**src/design/c3f_pkg.sv**
```systemverilog
// ----------------------------------------------------------------------------
// c3f_pkg
// shared constants, configuration and job types of the 3x3 rgb filter
// ----------------------------------------------------------------------------
package c3f_pkg;

   // line store geometry
   localparam int MAX_WIDTH = 1024;
   localparam int COL_W     = $clog2(MAX_WIDTH);

   // fixed register widths
   localparam int KR_W       = 24;
   localparam int OFF_W      = 9;
   localparam int DIV_W      = 10;
   localparam int FW_W       = 11;
   localparam int FH_W       = 12;
   localparam int CSR_IDX_W  = 3;
   localparam int CSR_DATA_W = 24;
   localparam int EFF_W      = (COL_W + 1 > FW_W) ? COL_W + 1 : FW_W;

   // datapath widths: |sum| <= 9 * 255 * 128 < 2**19
   localparam int ACC_W = 20;
   localparam int MAG_W = 19;
   localparam int CNT_W = $clog2(MAG_W);

   // job queue
   localparam int QDEPTH = 4;
   localparam int QPTR_W = $clog2(QDEPTH);

   // register indexes
   localparam logic [CSR_IDX_W-1:0] CSR_KTOP   = 3'd0;
   localparam logic [CSR_IDX_W-1:0] CSR_KMID   = 3'd1;
   localparam logic [CSR_IDX_W-1:0] CSR_KBOT   = 3'd2;
   localparam logic [CSR_IDX_W-1:0] CSR_OFFSET = 3'd3;
   localparam logic [CSR_IDX_W-1:0] CSR_DIVSR  = 3'd4;
   localparam logic [CSR_IDX_W-1:0] CSR_WIDTH  = 3'd5;
   localparam logic [CSR_IDX_W-1:0] CSR_HEIGHT = 3'd6;

   typedef struct packed {
      logic [KR_W-1:0]         k_top;
      logic [KR_W-1:0]         k_mid;
      logic [KR_W-1:0]         k_bot;
      logic signed [OFF_W-1:0] offset;
      logic [DIV_W-1:0]        divisor;
      logic [FW_W-1:0]         width;
      logic [FH_W-1:0]         height;
   } cfg_type;

   // one output pixel to compute: window pixel (row i, column j) at i*3+j
   typedef struct packed {
      logic [8:0][31:0] pix;
      logic             done;
   } job_type;

   typedef struct packed {
      logic full;
      logic empty;
   } qstat_type;

endpackage

```
**src/design/c3f_queue.sv**
```systemverilog
// ----------------------------------------------------------------------------
// c3f_queue
// short job queue between the window front end and the arithmetic back end
// ----------------------------------------------------------------------------
module c3f_queue
   import c3f_pkg::*;
(
   input  logic      clock,
   input  logic      reset,
   input  logic      push,
   input  job_type   push_job,
   input  logic      pop,
   output job_type   head_job,
   output qstat_type stat
);

   job_type             entry_ff [QDEPTH];
   logic [QPTR_W-1:0]   wr_ptr_ff, wr_ptr_in;
   logic [QPTR_W-1:0]   rd_ptr_ff, rd_ptr_in;
   logic [QPTR_W:0]     count_ff, count_in;

   assign stat.full  = (count_ff == (QPTR_W+1)'(QDEPTH));
   assign stat.empty = (count_ff == '0);
   assign head_job   = entry_ff[rd_ptr_ff];

   // pointer and fill level
   always_comb begin
      wr_ptr_in = wr_ptr_ff;
      rd_ptr_in = rd_ptr_ff;
      count_in  = count_ff;
      if (push) begin
         wr_ptr_in = wr_ptr_ff + 1'b1;
      end
      if (pop) begin
         rd_ptr_in = rd_ptr_ff + 1'b1;
      end
      if (push && !pop) begin
         count_in = count_ff + 1'b1;
      end else if (pop && !push) begin
         count_in = count_ff - 1'b1;
      end
   end

   always_ff @(posedge clock) begin
      if (reset) begin
         wr_ptr_ff <= '0;
         rd_ptr_ff <= '0;
         count_ff  <= '0;
      end else begin
         wr_ptr_ff <= wr_ptr_in;
         rd_ptr_ff <= rd_ptr_in;
         count_ff  <= count_in;
      end
   end

   // storage
   always_ff @(posedge clock) begin
      if (push) begin
         entry_ff[wr_ptr_ff] <= push_job;
      end
   end

endmodule

```
**config.mk**
```make
export PLATFORM = sky130hd
export DESIGN_NAME = c3f_queue
export DESIGN_NICKNAME = d
export VERILOG_FILES = /design/src/design/c3f_pkg.sv /design/src/design/c3f_queue.sv
export SDC_FILE = /design/constraint.sdc
export NUM_CORES = 1
export LEC_CHECK = 0
export ABC_AREA = 1
export BUFFER_PORTS_ARGS = -buffer_cell sky130_fd_sc_hd__buf_2
export CELL_PAD_IN_SITES_DETAIL_PLACEMENT = 0
export CELL_PAD_IN_SITES_GLOBAL_PLACEMENT = 1
export CORE_ASPECT_RATIO = 0.75
export CORE_MARGIN = 4
export CORE_UTILIZATION = 48
export CTS_CLUSTER_SIZE = 24
export DETAILED_ROUTE_END_ITERATION = 7
export PLACE_DENSITY_LB_ADDON = 0.1
export SYNTH_ARGS = -nofsm -noshare
export SYNTH_HDL_FRONTEND = slang
export SYNTH_SLANG_ARGS = --single-unit
```
**constraint.sdc**
```tcl
create_clock -name clock -period 8.7 [get_ports clock]
set_input_delay 1.305 -clock clock [delete_from_list [all_inputs] [get_ports clock]]
set_output_delay 1.305 -clock clock [all_outputs]
set_load 0.03 [all_outputs]
```
==> impl_metrics.toml <==
[synthesis]
ys_seq_elements = 1165
syn_area_mm2 = 0.04296
synthDistinctLibCells = 20
ys_seq_area_share_pct = 81.22
syn-num-nets = 3151
netlist_instances = 2852
synth_area_per_cell_um2 = 15.06
yosys_warnings = 0

[placement]
hpwlAfterDp_mm = 60.37
port_buffers = 583
gp_congestion = 0.7782
pre_cts_slack_ps = 4071

[pwr]
power_per_cell_area_mw_per_mm2 = 247.0
leakagePower_uw = 0.01718
fin_total_pwr_uw = 12390
ir_drop_mv = 0.2226

[clock_network]
path_clk_slew_ps = 60
post_cts_buffers = 0
cts_buffers = 110
clk_latency_ps = 670
clock-sinks = 1165
cts_hold_buffers = 0
cts_tree = "built"
cts_resized = 0
clock_path_buffers = 3
htree_num_levels = 3
cts_root_buffer = "clkbuf_16"

[timing]
fin_skew_ps = 16.00
finalWorstSetupSlack_ps = 3425
worst_slew_pin_slew_ps = 1221
setup-violations-final = 0
layout_min_cycle_time_ps = 5275
setup_tns_ps = 0
finalHoldViolCount = 0
rsz0062_at_grt = "no"
timing.fmax_mhz = 189.6
final-max-slew-violation-count = 0
finalCritPeriodShare_pct = 60.63
relSlewSlack_pct = 18.63

[worst_setup_path]
required_ps = 7390
cp-end-kind = "output pin"
cpPeakStageDelay_ps = 820
worst_path_most_repeated_cell = "buf_12"
cpMaxStageDelayCell = "dfxtp_4"
cp_cell_sequence = "buf_12 > buf_12 > o21ai_1 > o22ai_1 > buf_2"
start_kind = "register"
worstPathMaxFanout = 210
worstSetupPathType = "register to output pin"
cp.arrival_ps = 3970

[die]
chipHeight_um = 267.1
die_x_um = 353.5
rows = 94
coreArea_mm2 = 0.08821
initial_core_util_pct = 48.70
io_pins = 584
die_area_mm2 = 0.09440

[global_route]
grt_pass1_vias = 25360
grt_antenna_before_repair = 55
grt_pass1_wl_mm = 157.1
grt_max_degree = 211
grt-ovfl-total = 0
grt_usage_pct = 21.94

[drt]
dr_total_vias = 25792
drc = 0
drt_pass1_iterations = 7
drt-total-wl_mm = 107.2
drt-initial-drc-count = 1966
final_antenna_net_count = 0
vias_per_cell = 5.541
wl_per_cell_um = 23.03

[cells_and_area]
drive_gt1_share_pct = 21.83
area.growth.synth_to_final_pct = 16.74
utilization_pct = 56.86
fin_nets = 3678

[outcome]
status = "finished clean"

[flow_run]
drv_cap = 0

[hold_path]
min_path_type = "register to register"
==> final timing paths <==
| kind | startpoint | to | slack (ps) | cells after the start |
|---|---|---|---|---|
| worst min-delay path | rd_ptr_ff[1] | rd_ptr_ff[1] | 440 | 1 |
| worst min register to register | rd_ptr_ff[1] | rd_ptr_ff[1] | 440 | 1 |
| worst max register to register | wr_ptr_ff[0] | entry_ff[2][86] | 6010 | 5 |
| worst max-delay path | register | head_job[220] | 3430 | 5 |
==> state kept, by name, indices dropped and copies added (netlist names), named ones only <==
register   cells
entry_ff    1156
count_ff       3
rd_ptr_ff      2
wr_ptr_ff      2
==> cells by family (layout without fill, tap and decap cells) <==
group	Yosys count	after routing	share of synthesized area (%)
flops	1165	1165	81.22
compound gates	875	875	11.03
fa+ha+maj	6	6	0.1922
other cells	0	30	0
xor+xnor	1	1	0.02039
simple gates	597	597	5.230
buf+inv	208	829	2.304
==> synthesized netlist by cell type <==
master | number | area share, %
nand4_1 | 1 | 0.015
o21ai_1 | 171 | 2.0
buf_2 | 50 | 0.58
a21oi_1 | 3 | 0.035
o21ai_0 | 412 | 4.8
buf_6 | 5 | 0.13
nand2_1 | 9 | 0.079
edfxtp_1 | 1156 | 81
nand3_1 | 1 | 0.012
xor2_1 | 1 | 0.020
inv_1 | 15 | 0.13
o22ai_1 | 289 | 4.2
fa_1 | 1 | 0.047
clkbuf_1 | 107 | 0.93
inv_2 | 2 | 0.017
dfxtp_1 | 9 | 0.42
nor3_1 | 2 | 0.023
nor2_1 | 584 | 5.1
ha_1 | 5 | 0.15
buf_4 | 29 | 0.51
==> metrics by stage <==
step	hold WS [ps]	cells	area, um^2
final	440.5	4655	50160
after global routing	480.0	4645	50130
after CTS	450.7	4625	50080
after detailed placement	430.2	4419	46700
after global placement	414.0	4419	46700
after floorplan	411.5	2852	42960
==> cells in the final DEF (no fill, tap or decap), types with 21 or more instances in the layout <==
master | synthesis | final
edfxtp_1 | 1156 | 1156
nor2_1 | 584 | 584
buf_2 | 50 | 583
o21ai_0 | 412 | 412
o22ai_1 | 289 | 289
o21ai_1 | 171 | 171
clkbuf_16 | 0 | 111
clkbuf_1 | 107 | 41
diode_2 | 0 | 30
clkinv_1 | 0 | 21
==> critical path: cells and delay by family (launching register included) <==
family / cells / cell delay [ps]
buffers and inverters: 3 / 1470
flip-flops: 1 / 820
AO/OA/AOI/OAI: 2 / 500
==> cell type report <==
cell class / count / area, um^2
Tap cell: 1152 / 1441
Multi-Input combinational cell: 1479 / 7079
Antenna cell: 30 / 75.07
Timing Repair Buffer: 606 / 3166
Fill cell: 7025 / 38050
Clock inverter: 51 / 411.6
Clock buffer: 155 / 2973
Sequential cell: 1165 / 34900
Inverter: 17 / 108.9
==> per-layer routing <==
| layer | track usage, % | vias to the layer above | wire length, um |
|---|---|---|---|
| li1 | - | 11943 | - |
| met1 | 27.34 | 12887 | 42030 |
| met2 | 36.25 | 710 | 53270 |
| met3 | 6.543 | 216 | 7940 |
| met4 | 9.124 | 36 | 3739 |
| met5 | 0 | - | 226 |
==> report_power, final <==
part | switching, uW | total (uW) | internal, uW
logic | 1070 | 1410 | 339
clock network | 2000 | 4500 | 2500
registers | 59.5 | 6490 | 6430
total | 3120 | 12400 | 9270
Note: power is estimated with default switching activity, not from simulation.
