[config.mk]
export PLATFORM = sky130hd
export DESIGN_NAME = c3f_back
export DESIGN_NICKNAME = d
export VERILOG_FILES = /design/src/design/c3f_pkg.sv /design/src/design/c3f_back.sv
export SDC_FILE = /design/constraint.sdc
export NUM_CORES = 1
export LEC_CHECK = 0
export BUFFER_PORTS_ARGS = -buffer_cell sky130_fd_sc_hd__buf_2
export CAP_MARGIN = 20
export CORE_ASPECT_RATIO = 0.7
export CORE_MARGIN = 1
export CORE_UTILIZATION = 35
export CTS_CLUSTER_DIAMETER = 40
export DETAILED_ROUTE_END_ITERATION = 10
export GPL_TIMING_DRIVEN = 0
export PLACE_DENSITY = 0.65
export SLEW_MARGIN = 20
export SYNTH_ARGS = -nofsm -noshare
export SYNTH_HDL_FRONTEND = slang
export SYNTH_SLANG_ARGS = --single-unit
[constraint.sdc]
create_clock -name clock -period 19.6 [get_ports clock]
set_input_delay 3.92 -clock clock [delete_from_list [all_inputs] [get_ports clock]]
set_output_delay 3.92 -clock clock [all_outputs]
set_load 0.05 [all_outputs]
[src/design/c3f_pkg.sv]
// ----------------------------------------------------------------------------
// c3f_pkg
// shared constants, configuration and job types of the 3x3 rgb filter
// ----------------------------------------------------------------------------
package c3f_pkg;

   // line store geometry
   localparam int MAX_WIDTH = 1024;
   localparam int COL_W     = $clog2(MAX_WIDTH);

   // fixed register widths
   localparam int KR_W       = 24;
   localparam int OFF_W      = 9;
   localparam int DIV_W      = 10;
   localparam int FW_W       = 11;
   localparam int FH_W       = 12;
   localparam int CSR_IDX_W  = 3;
   localparam int CSR_DATA_W = 24;
   localparam int EFF_W      = (COL_W + 1 > FW_W) ? COL_W + 1 : FW_W;

   // datapath widths: |sum| <= 9 * 255 * 128 < 2**19
   localparam int ACC_W = 20;
   localparam int MAG_W = 19;
   localparam int CNT_W = $clog2(MAG_W);

   // job queue
   localparam int QDEPTH = 4;
   localparam int QPTR_W = $clog2(QDEPTH);

   // register indexes
   localparam logic [CSR_IDX_W-1:0] CSR_KTOP   = 3'd0;
   localparam logic [CSR_IDX_W-1:0] CSR_KMID   = 3'd1;
   localparam logic [CSR_IDX_W-1:0] CSR_KBOT   = 3'd2;
   localparam logic [CSR_IDX_W-1:0] CSR_OFFSET = 3'd3;
   localparam logic [CSR_IDX_W-1:0] CSR_DIVSR  = 3'd4;
   localparam logic [CSR_IDX_W-1:0] CSR_WIDTH  = 3'd5;
   localparam logic [CSR_IDX_W-1:0] CSR_HEIGHT = 3'd6;

   typedef struct packed {
      logic [KR_W-1:0]         k_top;
      logic [KR_W-1:0]         k_mid;
      logic [KR_W-1:0]         k_bot;
      logic signed [OFF_W-1:0] offset;
      logic [DIV_W-1:0]        divisor;
      logic [FW_W-1:0]         width;
      logic [FH_W-1:0]         height;
   } cfg_type;

   // one output pixel to compute: window pixel (row i, column j) at i*3+j
   typedef struct packed {
      logic [8:0][31:0] pix;
      logic             done;
   } job_type;

   typedef struct packed {
      logic full;
      logic empty;
   } qstat_type;

endpackage

[src/design/c3f_back.sv]
// ----------------------------------------------------------------------------
// c3f_back
// per job: kernel multiply-accumulate, division, offset, clamp, result register
// ----------------------------------------------------------------------------
module c3f_back
   import c3f_pkg::*;
(
   input  logic       clock,
   input  logic       reset,
   input  cfg_type    cfg,
   input  qstat_type  qstat,
   input  job_type    head_job,
   output logic       pop,
   output logic       rsp_valid,
   input  logic       rsp_ready,
   output logic [7:0] rsp_red,
   output logic [7:0] rsp_green,
   output logic [7:0] rsp_blue,
   output logic [7:0] rsp_alpha,
   output logic       rsp_frame_done
);

   typedef enum logic [2:0] {BK_IDLE, BK_MAC, BK_SIGN, BK_DIV, BK_FIN} bk_state_type;

   bk_state_type             state_ff;
   job_type                  job_ff;
   logic [1:0]               i_ff, j_ff;
   logic signed [ACC_W-1:0]  acc_ff [3];
   logic                     neg_ff [3];
   logic [MAG_W-1:0]         dq_ff [3];
   logic [DIV_W-1:0]         rem_ff [3];
   logic [CNT_W-1:0]         cnt_ff;
   logic                     rsp_valid_ff;
   logic [7:0]               out_ff [3];
   logic [7:0]               alpha_ff;
   logic                     done_ff;

   logic [KR_W-1:0]          krow;
   logic signed [7:0]        w;
   logic [3:0]               idx;
   logic [31:0]              p;
   logic signed [16:0]       prod [3];
   logic [DIV_W-1:0]         dv;
   logic [DIV_W:0]           trial [3];
   logic                     qbit [3];
   logic signed [ACC_W:0]    v [3];
   logic [7:0]               clamp [3];
   logic                     out_free;

   assign pop            = (state_ff == BK_IDLE) && !qstat.empty;
   assign out_free       = !rsp_valid_ff || rsp_ready;
   assign rsp_valid      = rsp_valid_ff;
   assign rsp_red        = out_ff[0];
   assign rsp_green      = out_ff[1];
   assign rsp_blue       = out_ff[2];
   assign rsp_alpha      = alpha_ff;
   assign rsp_frame_done = done_ff;

   // one kernel tap for all three channels
   always_comb begin
      unique case (i_ff)
         2'd0:    krow = cfg.k_top;
         2'd1:    krow = cfg.k_mid;
         default: krow = cfg.k_bot;
      endcase
      w   = krow[8*j_ff +: 8];
      idx = {2'b00, i_ff} * 4'd3 + {2'b00, j_ff};
      p   = job_ff.pix[idx];
      for (int c = 0; c < 3; c++) begin
         prod[c] = $signed({1'b0, p[8*c +: 8]}) * w;
      end
   end

   // divider step and final scaling per channel
   always_comb begin
      dv = (cfg.divisor == '0) ? DIV_W'(1) : cfg.divisor;
      for (int c = 0; c < 3; c++) begin
         trial[c] = {rem_ff[c], dq_ff[c][MAG_W-1]};
         qbit[c]  = (trial[c] >= {1'b0, dv});
         v[c]     = (neg_ff[c] ? -$signed({2'b00, dq_ff[c]}) : $signed({2'b00, dq_ff[c]}))
                    + (ACC_W+1)'(cfg.offset);
         if (v[c] < 0) begin
            clamp[c] = 8'd0;
         end else if (v[c] > (ACC_W+1)'(255)) begin
            clamp[c] = 8'd255;
         end else begin
            clamp[c] = v[c][7:0];
         end
      end
   end

   always_ff @(posedge clock) begin
      if (reset) begin
         state_ff     <= BK_IDLE;
         rsp_valid_ff <= 1'b0;
         i_ff         <= '0;
         j_ff         <= '0;
         cnt_ff       <= '0;
      end else begin
         // result valid: set on a new result, cleared when taken
         if ((state_ff == BK_FIN) && out_free) begin
            rsp_valid_ff <= 1'b1;
         end else if (rsp_valid_ff && rsp_ready) begin
            rsp_valid_ff <= 1'b0;
         end
         unique case (state_ff)
            BK_IDLE: begin
               if (pop) begin
                  job_ff <= head_job;
                  for (int c = 0; c < 3; c++) begin
                     acc_ff[c] <= '0;
                  end
                  i_ff     <= '0;
                  j_ff     <= '0;
                  state_ff <= BK_MAC;
               end
            end
            // nine taps, row by row
            BK_MAC: begin
               for (int c = 0; c < 3; c++) begin
                  acc_ff[c] <= acc_ff[c] + ACC_W'(prod[c]);
               end
               if (j_ff == 2'd2) begin
                  j_ff <= '0;
                  i_ff <= i_ff + 1'b1;
                  if (i_ff == 2'd2) begin
                     state_ff <= BK_SIGN;
                  end
               end else begin
                  j_ff <= j_ff + 1'b1;
               end
            end
            BK_SIGN: begin
               for (int c = 0; c < 3; c++) begin
                  neg_ff[c] <= acc_ff[c][ACC_W-1];
                  dq_ff[c]  <= acc_ff[c][ACC_W-1] ? MAG_W'(-acc_ff[c]) : MAG_W'(acc_ff[c]);
                  rem_ff[c] <= '0;
               end
               cnt_ff   <= '0;
               state_ff <= BK_DIV;
            end
            // restoring division of the magnitude, one quotient bit a cycle
            BK_DIV: begin
               for (int c = 0; c < 3; c++) begin
                  rem_ff[c] <= qbit[c] ? DIV_W'(trial[c] - {1'b0, dv}) : trial[c][DIV_W-1:0];
                  dq_ff[c]  <= {dq_ff[c][MAG_W-2:0], qbit[c]};
               end
               cnt_ff <= cnt_ff + 1'b1;
               if (cnt_ff == CNT_W'(MAG_W - 1)) begin
                  state_ff <= BK_FIN;
               end
            end
            BK_FIN: begin
               if (out_free) begin
                  for (int c = 0; c < 3; c++) begin
                     out_ff[c] <= clamp[c];
                  end
                  alpha_ff <= job_ff.pix[4][31:24];
                  done_ff  <= job_ff.done;
                  state_ff <= BK_IDLE;
               end
            end
            default: state_ff <= BK_IDLE;
         endcase
      end
   end

endmodule

==> impl_metrics.tcl <==
set metrics [dict create \
    run_status "completed" \
    final-max-slew-violation-count 0 \
    critical_path.endpoint_type "flop" \
    synth_top_cells_by_area "sky130_fd_sc_hd__edfxtp_1, sky130_fd_sc_hd__ha_1, sky130_fd_sc_hd__fa_1" \
    timing.hold.worst_endpoint "rsp_frame_done$_DFFE_PP_" \
    detailed_place.area_um2 35300 \
    maxCapViolations 0 \
    finalWeightedCongestion 0.912 \
    final.setup_skew_ns 0.0488 \
    r2r-end "acc_ff[0][59]$_SDFFCE_PN0P_" \
    worstHoldPathType "flop to flop" \
    die_area_um2 91500 \
    worstPathRequired_ns 19.95 \
    finalNetCount 4234 \
    clock_tree_from_tritoncts "done" \
    synth_top_cell_by_area "sky130_fd_sc_hd__edfxtp_1" \
    regToRegSetupSlack_ns 9.84 \
    p_leak_nw 15.7 \
    cts_max_level 2 \
    wire_per_inst_um 18.9 \
    cts.repair.resized 0 \
    power_frac_comb_pct 58.5 \
    worst_skew_pair.late_latency_ns 0.67 \
    initial_utilization_pct 35.6 \
    crit_path_max_incr_delay_ns 0.81 \
    worst-endpoint-arrival_ns 11.37 \
    worst_hold_stages 0 \
    r2r_start "i_ff[1]$_SDFFE_PP0P_" \
    hpwl_reported_at_the_end_of_detailed_placement_mm 70.1 \
    internal_power_of_the_cells_mw 3.17 \
    antenna_violating_nets_post_route 0 \
    final.period_utilization_pct 56.2 \
    total_routing_resource_utilization_after_global_routing_pct 18.8 \
    dominantRegCellSynth "sky130_fd_sc_hd__edfxtp_1" \
    std_cell_core_area_um2 88700 \
    yosysTopAreaCellShare_pct 38.8 \
    worstPathCellList "buf_2 -> a22oi_1 -> a21oi_1 -> o21ai_1 -> clkbuf_1 -> inv_1 -> nand2_1 -> fa_1 -> fa_1 -> inv_1 -> fa_1 -> fa_1 -> fa_1 -> ha_1 -> a2111o_1 -> and3_1 -> o31ai_1 -> o211ai_1 -> a21oi_1 -> xnor2_1 -> nor2_1" \
    areaGrowthSynthToFinish_pct 18.6 \
    path_max_fanout 15 \
    p_sw_share_pct 42.9 \
    detail_route.iter0.violations 1860 \
    timing.fmax_mhz 90.8 \
    number_of_ports_placed_on_the_die_boundary 443 \
    mapped_nets 3790 \
    holdCritStartpoint "job_ff[0]$_DFFE_PP_" \
    rsz0062_at_grt "no" \
    routed_wl_mm 86.8 \
    remaining_drc_errors 0 \
    yosysUniqueCellTypes 75 \
    cp_num_buf_inv 4 \
    floorplan.rows 91 \
    multi_input_comb_area_um2 17700 \
    worst_path_max_delay_cell "sky130_fd_sc_hd__o21ai_1" \
    synth_edf_count 408 \
    sequentialPowerShare_pct 21.0 \
    final_area_um2 37500 \
    grt_first_pass_wirelength_mm 133 \
    grt_start_max_net_pins 40 \
    synthCells 2934 \
    cts_setup_buffers 0 \
    max-vdd-ir-drop_mv 0.158 \
    routed_via_count_divided_by_cell_count 5.13 \
    synth_seq_cells 421 \
    final-setup-viol-count 0 \
    post_route_cells_drive_above_1_share_pct 16.7 \
    timing.reg2reg.worst_path_depth 29 \
    p_sw_mw 2.39 \
    fillers 8393 \
    die_width_um 361 \
    critical_path.most_common_cell "sky130_fd_sc_hd__fa_1" \
    worst_pin_slew_ns 1.13 \
    grt.overflow.total 0 \
    synthArstFlopShare_pct 0 \
    die_h_um 253 \
    setup.worst_path.class "input pin to flop" \
    clock_sink_count 421 \
    worst_slew_slack_as_a_fraction_of_its_limit_pct 24.5 \
    totalNegativeSetupSlack_ns 0 \
    power-per-cell-area_nw_per_um2 148 \
    number_of_antenna_violations_at_the_first_check_in_global_routing 9 \
    synthesis.area_um2 31600 \
    clkTransAtPathRegs_ns 0.06 \
    crit_path_start_kind "input pin" \
    synthesis.yosys.warnings 0 \
    number_of_buffer_cells_added_on_primary_ports 354 \
    final_period_minus_worst_setup_slack_ns 11.02 \
    first_global_vias 23000 \
    cts_hold_repair.buffers 0 \
    hold_viol 0 \
    numCtsBuffers 61 \
    worst_path_dominant_cell_family "adder cells" \
    detailedRoute.firstPassIterationCount 6 \
    timing.critical_path.from "cfg[113]" \
    synth.yosys.seq_area_share_pct 39.6 \
    postSynthAreaPerCell_um2 10.8 \
    routed-via-count 23600 \
    ctsRootBufferMaster "sky130_fd_sc_hd__clkbuf_16" \
    clkPwrFrac_pct 20.4 \
    final-seq-area_um2 12500 \
    cts.path.max_buffers 3 \
]
## stage by stage
stage	hold WS [ns]	setup slack (ns)	instances	util [%]	total power, mW
after floorplan	0.400	5.82	2934	-	3.61
after global placement	0.403	1.77	4450	39.3	4.33
after detailed placement	0.405	7.84	4476	39.8	4.35
after CTS	0.418	8.52	4587	42.2	5.53
after global routing	0.433	8.20	4590	42.2	6.02
final	0.417	8.58	4592	42.2	5.55
## final cells by class
| type | count | share of cell area [%] |
|---|---|---|
| diodes | 4 | 0.0267 |
| plain buffers | 93 | 0.939 |
| clock buffers | 63 | 4.10 |
| clock inverters | 48 | 1.63 |
| inverters | 296 | 2.97 |
| multi-input cells | 2124 | 47.2 |
| flip-flops and latches | 421 | 33.4 |
| well taps | 1162 | 3.88 |
| repair buffers | 381 | 5.88 |
## sequential cells by signal (all words and copies together) (netlist names)
signal and count:
i_ff 2, neg_ff 3, rsp_frame_done 1, out_ff 24
rem_ff 30, dq_ff 57, acc_ff 60, cnt_ff 5
rsp_valid 1, state_ff 3, j_ff 2, job_ff 225
rsp_alpha 8
## power by group through the flow
stage	Sequential (mW)	Clock, mW	Combinational, mW
final	1.17	1.13	3.25
after global routing	1.17	1.19	3.66
after CTS	1.17	1.16	3.21
after detailed placement	1.18	0	3.16
after global placement	1.20	0	3.12
after floorplan	1.16	0	2.45
## cell families after synthesis
family | after synthesis | share of synthesized area (%)
AOI/OAI and AO/OA | 560 | 11.4
xor gates and xnor gates | 201 | 5.57
buffers and inverters | 389 | 4.63
muxes | 106 | 5.27
adders and majority gates | 448 | 21.6
and+or+nand+nor | 809 | 11.9
DFF | 421 | 39.6
## worst max path at each step
stage | slack, ns | end | cells past startpoint
finish | 8.58 | acc_ff[0][59]$_SDFFCE_PN0P_ | 21
global route | 8.20 | acc_ff[0][59]$_SDFFCE_PN0P_ | 21
CTS | 8.52 | acc_ff[0][59]$_SDFFCE_PN0P_ | 21
detailed placement | 7.84 | acc_ff[0][59]$_SDFFCE_PN0P_ | 21
global placement | 1.77 | job_ff[277]$_DFFE_PP_ | 4
floorplan | 5.82 | job_ff[0]$_DFFE_PP_ | 3
## cells in the mapped netlist, drive strengths merged, types with 30 or more instances
| cell type | number |
|---|---|
| clkbuf | 82 |
| fa | 164 |
| xor2 | 59 |
| nand2 | 217 |
| a21oi | 166 |
| and3 | 30 |
| mux2i | 56 |
| xnor2 | 142 |
| o21ai | 128 |
| nor2 | 294 |
| nor3 | 37 |
| ha | 284 |
| nand3 | 45 |
| o31ai | 31 |
| inv | 296 |
| mux4 | 48 |
| nor2b | 34 |
| a21o | 34 |
| edfxtp | 408 |
| nand2b | 43 |
## layer usage
layer  up-vias  global-route usage, %  wire [um]
met3       130                   4.08       6280
met4         6                   4.71       1860
met2       760                   28.1      36200
met5         -                      0         34
met1     11300                   27.5      42400
li1      11400                      -          -
## cells in the final DEF (no fill, tap or decap), drive strengths merged, types with 37 or more instances in the layout
master  count
buf       391
o21ai     128
ha        284
nand3      45
nand2     217
fa        164
a21oi     166
edfxtp    408
nor3       37
clkbuf    146
nand2b     43
mux2i      56
mux4       48
inv       311
xnor2     142
nor2      294
xor2       59
No activity file was read; power rests on OpenSTA's default activity.
